==> config.mk <==
export PLATFORM = sky130hd
export DESIGN_NAME = tsvf_ram
export DESIGN_NICKNAME = d
export VERILOG_FILES = /design/src/rtl/core/tsvf_ram.sv
export SDC_FILE = /design/constraint.sdc
export NUM_CORES = 1
export LEC_CHECK = 0
export ABC_CLOCK_PERIOD_IN_PS = 6550
export BUFFER_PORTS_ARGS = -buffer_cell sky130_fd_sc_hd__buf_2
export CORE_MARGIN = 1.5
export CORE_UTILIZATION = 36
export CTS_BUF_LIST = sky130_fd_sc_hd__clkbuf_8
export CTS_CLUSTER_DIAMETER = 40
export DETAILED_ROUTE_END_ITERATION = 8
export PLACE_DENSITY_LB_ADDON = 0.2
export SETUP_SLACK_MARGIN = 0.05
export SLEW_MARGIN = 20
export SYNTH_ARGS = -nofsm -noshare
export SYNTH_HDL_FRONTEND = slang
export SYNTH_SLANG_ARGS = --single-unit
==> constraint.sdc <==
create_clock -name clock -period 6.55 [get_ports clock]
set_input_delay 1.31 -clock clock [delete_from_list [all_inputs] [get_ports clock]]
set_output_delay 1.31 -clock clock [all_outputs]
set_load 0.05 [all_outputs]
==> src/rtl/core/tsvf_ram.sv <==
// generic single-port-write ram with registered read
module tsvf_ram #(
   parameter int WIDTH = 64,
   parameter int DEPTH = 8
) (
   input  logic                                         clock,
   input  logic                                         we,
   input  logic [((DEPTH > 1) ? $clog2(DEPTH) : 1)-1:0] waddr,
   input  logic [WIDTH-1:0]                             wdata,
   input  logic [((DEPTH > 1) ? $clog2(DEPTH) : 1)-1:0] raddr,
   output logic [WIDTH-1:0]                             rdata
);

   logic [WIDTH-1:0] mem_ff [DEPTH];
   logic [WIDTH-1:0] rdata_ff;

   always_ff @(posedge clock) begin
      if (we) begin
         mem_ff[waddr] <= wdata;
      end
      rdata_ff <= mem_ff[raddr];
   end

   assign rdata = rdata_ff;

endmodule

==> results of run 1 <==
-- power by group --
part,internal [mW],leakage [nW],total [mW],switching (mW)
Clock,1.55,1.03,2.92,1.37
Combinational,0.184,1.72,0.526,0.342
Sequential,4.15,5.19,4.20,0.0427
-- layout by cell type, fill, tap and decap left out --
master and instances:
sky130_fd_sc_hd__dfxtp_1 64, sky130_fd_sc_hd__inv_1 31, sky130_fd_sc_hd__nor3_2 2, sky130_fd_sc_hd__clkinvlp_4 6, sky130_fd_sc_hd__edfxtp_1 512, sky130_fd_sc_hd__nand2_1 2, sky130_fd_sc_hd__buf_12 2, sky130_fd_sc_hd__clkbuf_8 109
sky130_fd_sc_hd__bufinv_16 1, sky130_fd_sc_hd__buf_4 16, sky130_fd_sc_hd__nor2_4 6, sky130_fd_sc_hd__diode_2 2, sky130_fd_sc_hd__clkinv_2 11, sky130_fd_sc_hd__nand2b_1 3, sky130_fd_sc_hd__mux4_2 128, sky130_fd_sc_hd__clkinv_1 20
sky130_fd_sc_hd__buf_2 132, sky130_fd_sc_hd__mux2_2 64
-- area by class of cell --
class                   instances  area, sq um
diodes                          2         5.00
clock buffers                 108         1490
clock inverters                69          322
fillers                      4942        32400
multi-input cells             205         3720
flip-flops and latches        576        16700
well taps                     756          946
repair buffers                151          835
-- worst max-delay path: stages --
cell	delay, ns
sky130_fd_sc_hd__clkbuf_8	0.52
sky130_fd_sc_hd__buf_12	0.52
sky130_fd_sc_hd__mux4_2	0.59
sky130_fd_sc_hd__mux2_2	0.28
-- cell families (layout without fill, tap and decap cells) --
logic type,after synthesis,after routing,share of synthesized area
flip-flops,576,576,0.811
other,0,2,0
multiplexers,192,192,0.175
buffers and inverters,35,328,0.0111
AND/OR/NAND/NOR,13,13,0.00286
-- registers in the layout, summed over array words and instances (netlist names) --
name,count
mem_ff,512
rdata,64
-- worst max path at each step --
stage / depth (start not counted) / endpoint / from
6_report: 4 / rdata[37] / raddr[0]
3_5_place_dp: 4 / rdata[38] / raddr[0]
3_3_place_gp: 4 / rdata[38] / raddr[0]
4_1_cts: 4 / rdata[37] / raddr[0]
5_1_grt: 4 / rdata[37] / raddr[0]
2_1_floorplan: 2 / mem_ff[0][0] / waddr[2]
-- per-layer routing --
metal  global-route usage  wire [um]  vias up
li1                     -          -     3904
met1                0.192      18500     4703
met2                0.222      19600      194
met3               0.0398       2110       62
met4               0.0526        739       14
met5                    0         91        -
-- metrics by stage --
step	setup slack, ns	util	instance area [sq um]	power, mW
2_1_floorplan	0.144	-	20500	4.63
3_3_place_gp	2.90	0.393	22200	4.81
3_5_place_dp	2.90	0.393	22200	4.81
4_1_cts	3.62	0.425	24000	7.75
5_1_grt	3.48	0.425	24000	7.95
6_report	3.62	0.425	24000	7.64
==> impl_summary.txt, run 1 <==
----------------------------------------------------
[Outcome]
  Status ... finished, final reports clean

[Synthesis]
  Total standard cell area after synthesis ... 20500 sq um
  Synth top area cells ... sky130_fd_sc_hd__edfxtp_1 75%, sky130_fd_sc_hd__mux4_2 14%, sky130_fd_sc_hd__dfxtp_1 6.2%
  Leading register cell type out of synthesis ... sky130_fd_sc_hd__edfxtp_1
  Share of synthesized registers carrying an async set or reset ... 0
  Most common cell in the netlist ... sky130_fd_sc_hd__edfxtp_1
  Top post-synthesis cells by count ... 512 x sky130_fd_sc_hd__edfxtp_1, 128 x sky130_fd_sc_hd__mux4_2, 64 x sky130_fd_sc_hd__dfxtp_1, 64 x sky130_fd_sc_hd__mux2_2, 11 x sky130_fd_sc_hd__buf_6
  Number of synthesized register bits ... 576
  Count of flip-flops with a built-in enable after synthesis ... 512
  Area leader, netlist ... sky130_fd_sc_hd__edfxtp_1
  Yosys synthesis warning count ... 0
  Count of different cell masters after synthesis ... 13
  Syn_nets ... roughly 890
  Sequential-to-total area share from yosys stat ... 0.811
  Share of the synthesized area in the top cell type ... 0.748
  Mean instance size in the synthesized netlist ... 25.2 sq um
  Gate count of the mapped netlist ... 816

[Place]
  RePlAce Congestion ... 0.669
  Number of buffers added on ports ... 135
  Placed cell count ... ~1700
  Half-perimeter wire length after placement ... 20.5 mm

[Drt]
  First-pass iteration count of the detailed router ... 4
  Number of vias per cell ... 4.75
  Number of vias in the routed layout ... between 8000 and 9000
  DRC violation count after routing ... 0
  Violation count after the first detailed-route iteration ... 534
  Count of nets left with antenna violations after detail routing ... 0
  Routed wire length per instance ... 22.0 um
  Total wirelength of the detailed-routed design ... 41.0 mm

[Finish]
  Net count reported at finish ... 1100
  Layout cells sized above 1 ... 0.430
  Layout area overhead ... 16.6%
  Final non-filler cell total ... 1867

[Timing]
  Least-Margin Pin Slew ... about 1.1 ns
  Time the worst path needs with I/O delays and setup ... 2.93 ns
  Number of slew-limit violations in the final report ... 0
  Max Clock Skew ... 0.0193 ns
  Final count of negative-setup-slack endpoints ... 0
  Max-Slew Margin vs Limit ... 0.298
  Post-Route Hold Slack ... between 0.6 and 0.7 ns
  Achievable frequency ... 0.341 GHz
  Setup repair after global routing missed its margin ... false
  Post-Route Setup TNS ... 0 ns
  Final-report hold violation count ... 0
  Fraction of the cycle the final worst path needs ... 0.447

[Clocking]
  Insertion delay to the later sink of the worst-skew pair ... 0.66 ns
  Buffer type at the clock tree root ... sky130_fd_sc_hd__clkbuf_8
  Clock-pin slew on the worst setup and hold paths ... 0.06 ns
  Clock tree from TritonCTS ... done
  Setup bufs post-CTS ... 0
  Maximum level of the CTS H-tree ... 3
  Maximum clock path buffer count ... 3
  Num CTS Buffers ... 94
  Post-cts hold buffer count ... 0
  CTS-repair resized insts ... 0
  Num Clock Sinks ... 576

[Global route]
  First-pass GRT wire length ... 61.7 mm
  Final global-route overflow total ... 0
  Number of antenna violations at the first check in global routing ... 11
  Maximum number of pins on one net before global-route repair ... between 70 and 80
  GRT Overall Usage ... 0.143
  Via count of the first global-routing pass ... between 9000 and 10000

[Floorplanning]
  Initial core utilization ... 0.364
  Vertical extent of the die ... 242 um
  Floorplan die width ... 242 um
  Core box area ... 56400 sq um
  Placement row count ... 87
  Area enclosed by the die boundary ... ~60000 sq um
  IO Count ... 136

[Setup path]
  Worst flop-to-flop path startpoint ... mem_ff[7][21]
  Endpoint arrival time on the critical path ... 3.46 ns
  Critical Path RT ... 7.08 ns
  Type of the setup path with the least slack ... in2reg
  R2r setup slk ... 5.29 ns
  End of the worst register-to-register path ... rdata[21]
  Largest fanout on the critical path ... between 70 and 80
  Setup crit end kind ... flip-flop
  Worst Reg2Reg Path Length in Cells ... 2
  Startpoint type of the worst setup path ... input pin

[Hold path]
  Terminating pin of the worst hold path ... rdata[29]
  Worst Min Path Start ... mem_ff[0][29]
  Worst hold path cell count ... 2
  Min-Delay Path Class ... reg2reg

[Run]
  Max-Cap Viols ... 0

[Power and ir drop]
  Worst supply voltage drop on vdd ... 143 uV
  Power density cells ... between 300 and 400 nW/um^2
  Pleak ... 7.94 nW

----------------------------------------------------
(Power assumes the default switching activity.)
==> inputs of run 2 (changes only) <==
--- a/config.mk
+++ b/config.mk
@@ -5,7 +5,7 @@
 export SDC_FILE = /design/constraint.sdc
 export NUM_CORES = 1
 export LEC_CHECK = 0
-export ABC_CLOCK_PERIOD_IN_PS = 6550
+export ABC_CLOCK_PERIOD_IN_PS = 3000
 export BUFFER_PORTS_ARGS = -buffer_cell sky130_fd_sc_hd__buf_2
 export CORE_MARGIN = 1.5
 export CORE_UTILIZATION = 36
==> constraint.sdc (replaced) <==
create_clock -name clock -period 3 [get_ports clock]
set_input_delay 0.6 -clock clock [delete_from_list [all_inputs] [get_ports clock]]
set_output_delay 0.6 -clock clock [all_outputs]
set_load 0.05 [all_outputs]
==> run 2 against run 1 <==
  * Non-clock buffer count increased by 15
  * Die area unchanged
  * Via count up 1.2%
  * First-iteration DRC count increased by 18%
  * Sequential power rose by 120%
  * Clock skew is 0.0046 ns lower
  * Cell area rose by 2.4%
  * Largest power group unchanged
  * Clock power increased by 140%
  * Global-route usage rose by 0.22 points
  * Worst hold slack got worse by 0.47 ns
==> impl_summary.txt, run 2 (synthesis results as in run 1) <==
----------------------------------------------------
[Drt]
  Count of nets left with antenna violations after detail routing ... 0
  First-pass iteration count of the detailed router ... 6
  Met3 wire length ... roughly 2.4 mm
  Top Layer Used ... met5
  Routed wire length per instance ... 22.1 um
  Number of vias in the routed layout ... 8986
  Total wirelength of the detailed-routed design ... 41.7 mm
  Number of vias per cell ... 4.76
  DRC violation count after routing ... 0
  Routed length on met2 ... 20.0 mm
  Routed met1 length ... 18.6 mm
  Violation count after the first detailed-route iteration ... 631

[Finish]
  Final core utilization ... 0.435
  Commonest cells after routing, fill and taps aside ... 512 x sky130_fd_sc_hd__edfxtp_1, 132 x sky130_fd_sc_hd__buf_2, 128 x sky130_fd_sc_hd__mux4_2
  Layout cells sized above 1 ... 0.446
  Layout area overhead ... 19.5%
  Final non-filler cell total ... approximately 1900
  Net count reported at finish ... around 1100
  Register with the most flip-flops ... mem_ff
  Most common library cell in the layout ignoring fill and taps ... sky130_fd_sc_hd__edfxtp_1
  Number of flip-flops in the largest register ... 512

[Clocking]
  Clock-pin slew on the worst setup and hold paths ... 0.06 ns
  Setup bufs post-CTS ... 0
  Insertion delay to the later sink of the worst-skew pair ... 0.67 ns
  Maximum clock path buffer count ... 3
  CTS-repair resized insts ... 0
  Post-cts hold buffer count ... 0
  Clock tree from TritonCTS ... done
  Num Clock Sinks ... approximately 580
  Num CTS Buffers ... 98
  Maximum level of the CTS H-tree ... 3
  Buffer type at the clock tree root ... sky130_fd_sc_hd__clkbuf_8

[Timing]
  Number of slew-limit violations in the final report ... 0
  Fraction of the cycle the final worst path needs ... 0.655
  Setup repair after global routing missed its margin ... false
  Post-Route Hold Slack ... 0.208 ns
  Max-Slew Margin vs Limit ... 0.564
  Least-Margin Pin Slew ... 0.652 ns
  Time the worst path needs with I/O delays and setup ... about 2 ns
  Achievable frequency ... 0.509 GHz
  Final-report hold violation count ... 0
  Post-Route Setup TNS ... 0 ns
  Max Clock Skew ... 0.0147 ns
  Final count of negative-setup-slack endpoints ... 0

[Setup path]
  Worst Reg2Reg Path Length in Cells ... 2
  Setup crit end kind ... output pin
  Worst flop-to-flop path startpoint ... mem_ff[7][13]
  End of the worst register-to-register path ... rdata[13]
  CP peak stage delay ... 0.41 ns
  Largest fanout on the critical path ... 1
  Worst Path Buf+Inv ... 1
  Startpoint type of the worst setup path ... flip-flop
  Type of the setup path with the least slack ... reg2out
  Family with the most delay on the worst path ... flip-flops
  R2r setup slk ... 1.72 ns
  Critical path depth in cells ... 1
  Launching instance or port of the critical path ... rdata[15]
  Endpoint arrival time on the critical path ... 1.37 ns
  Critical Path RT ... between 2 and 2.5 ns
  Critical-path cell with the highest stage delay ... sky130_fd_sc_hd__dfxtp_1
  Series of cell instances along the critical path ... buf_2

[Global route]
  First-pass GRT wire length ... around 62 mm
  GRT Overall Usage ... 0.145
  Number of antenna violations at the first check in global routing ... 5
  Maximum number of pins on one net before global-route repair ... 65
  Via count of the first global-routing pass ... 9774
  Final global-route overflow total ... 0

[Power and ir drop]
  Power density cells ... approximately 700 nW/um^2
  Worst supply voltage drop on vdd ... 330 uV
  Pleak ... 8.19 nW

[Place]
  Half-perimeter wire length after placement ... 21.3 mm
  Number of buffers added on ports ... 135
  Placed cell count ... between 1500 and 2000
  RePlAce Congestion ... ~0.67

[Floorplanning]
  Placement row count ... 87
  IO Count ... roughly 140
  Initial core utilization ... 0.364
  Core box area ... between 50000 and 60000 sq um
  Vertical extent of the die ... 242 um
  Area enclosed by the die boundary ... 58500 sq um
  Floorplan die width ... 242 um

[Hold path]
  Terminating pin of the worst hold path ... mem_ff[6][1]
  Worst hold path cell count ... 1
  Min-Delay Path Class ... in2reg
  Worst Min Path Start ... wdata[1]

[Outcome]
  Status ... finished, final reports clean

[Run]
  Max-Cap Viols ... 0

----------------------------------------------------
-- run 2: changes by cell type in the layout (fill, tap and decap cells not counted), moves of 2 or more --
cell / before / now
sky130_fd_sc_hd__clkinvlp_4: 6 / 4
sky130_fd_sc_hd__buf_12: 2 / 25
sky130_fd_sc_hd__buf_4: 16 / 7
sky130_fd_sc_hd__clkinv_2: 11 / 15
sky130_fd_sc_hd__nor3_2: 2 / 0
sky130_fd_sc_hd__nor3_4: 0 / 2
sky130_fd_sc_hd__clkinv_4: 0 / 2
sky130_fd_sc_hd__bufinv_16: 1 / 6
sky130_fd_sc_hd__clkinv_1: 20 / 15
-- run 2: how the worst max path moves through the flow --
stage,to,slack [ns]
floorplan,mem_ff[1][0],-0.98
global placement,rdata[40],0.70
detailed placement,rdata[38],0.67
CTS,rdata[15],0.96
global route,rdata[15],0.98
finish,rdata[15],1.03
-- run 2: layer usage --
metal	GRT usage	vias to the layer above
met1	0.193	4764
met3	0.0399	68
li1	-	3931
met2	0.229	215
met5	0	-
met4	0.0520	8
-- run 2: power by group --
group	total [mW]	switching, mW	internal [mW]	leakage (nW)
Clock	6.96	3.12	3.84	1.12
Combinational	1.20	0.758	0.440	1.88
Sequential	9.15	0.0847	9.06	5.19
-- run 2: area by class of cell --
| cell class | instances | area (sq um) |
|---|---|---|
| Antenna cell | 1 | 2.50 |
| Clock buffer | 108 | 1490 |
| Clock inverter | 74 | 492 |
| Fill cell | 4976 | 31800 |
| Multi-Input combinational cell | 205 | 3730 |
| Sequential cell | 576 | 16700 |
| Tap cell | 756 | 946 |
| Timing Repair Buffer | 166 | 1240 |
-- run 2: stage by stage --
step / area, sq um / power [mW] / setup slack, ns
finish: 24600 / 17.3 / 1.03
global route: 24500 / 18.0 / 0.978
CTS: 24500 / 17.6 / 0.963
detailed placement: 22600 / 10.5 / 0.672
global placement: 22600 / 10.5 / 0.698
floorplan: 20600 / 10.1 / -0.977
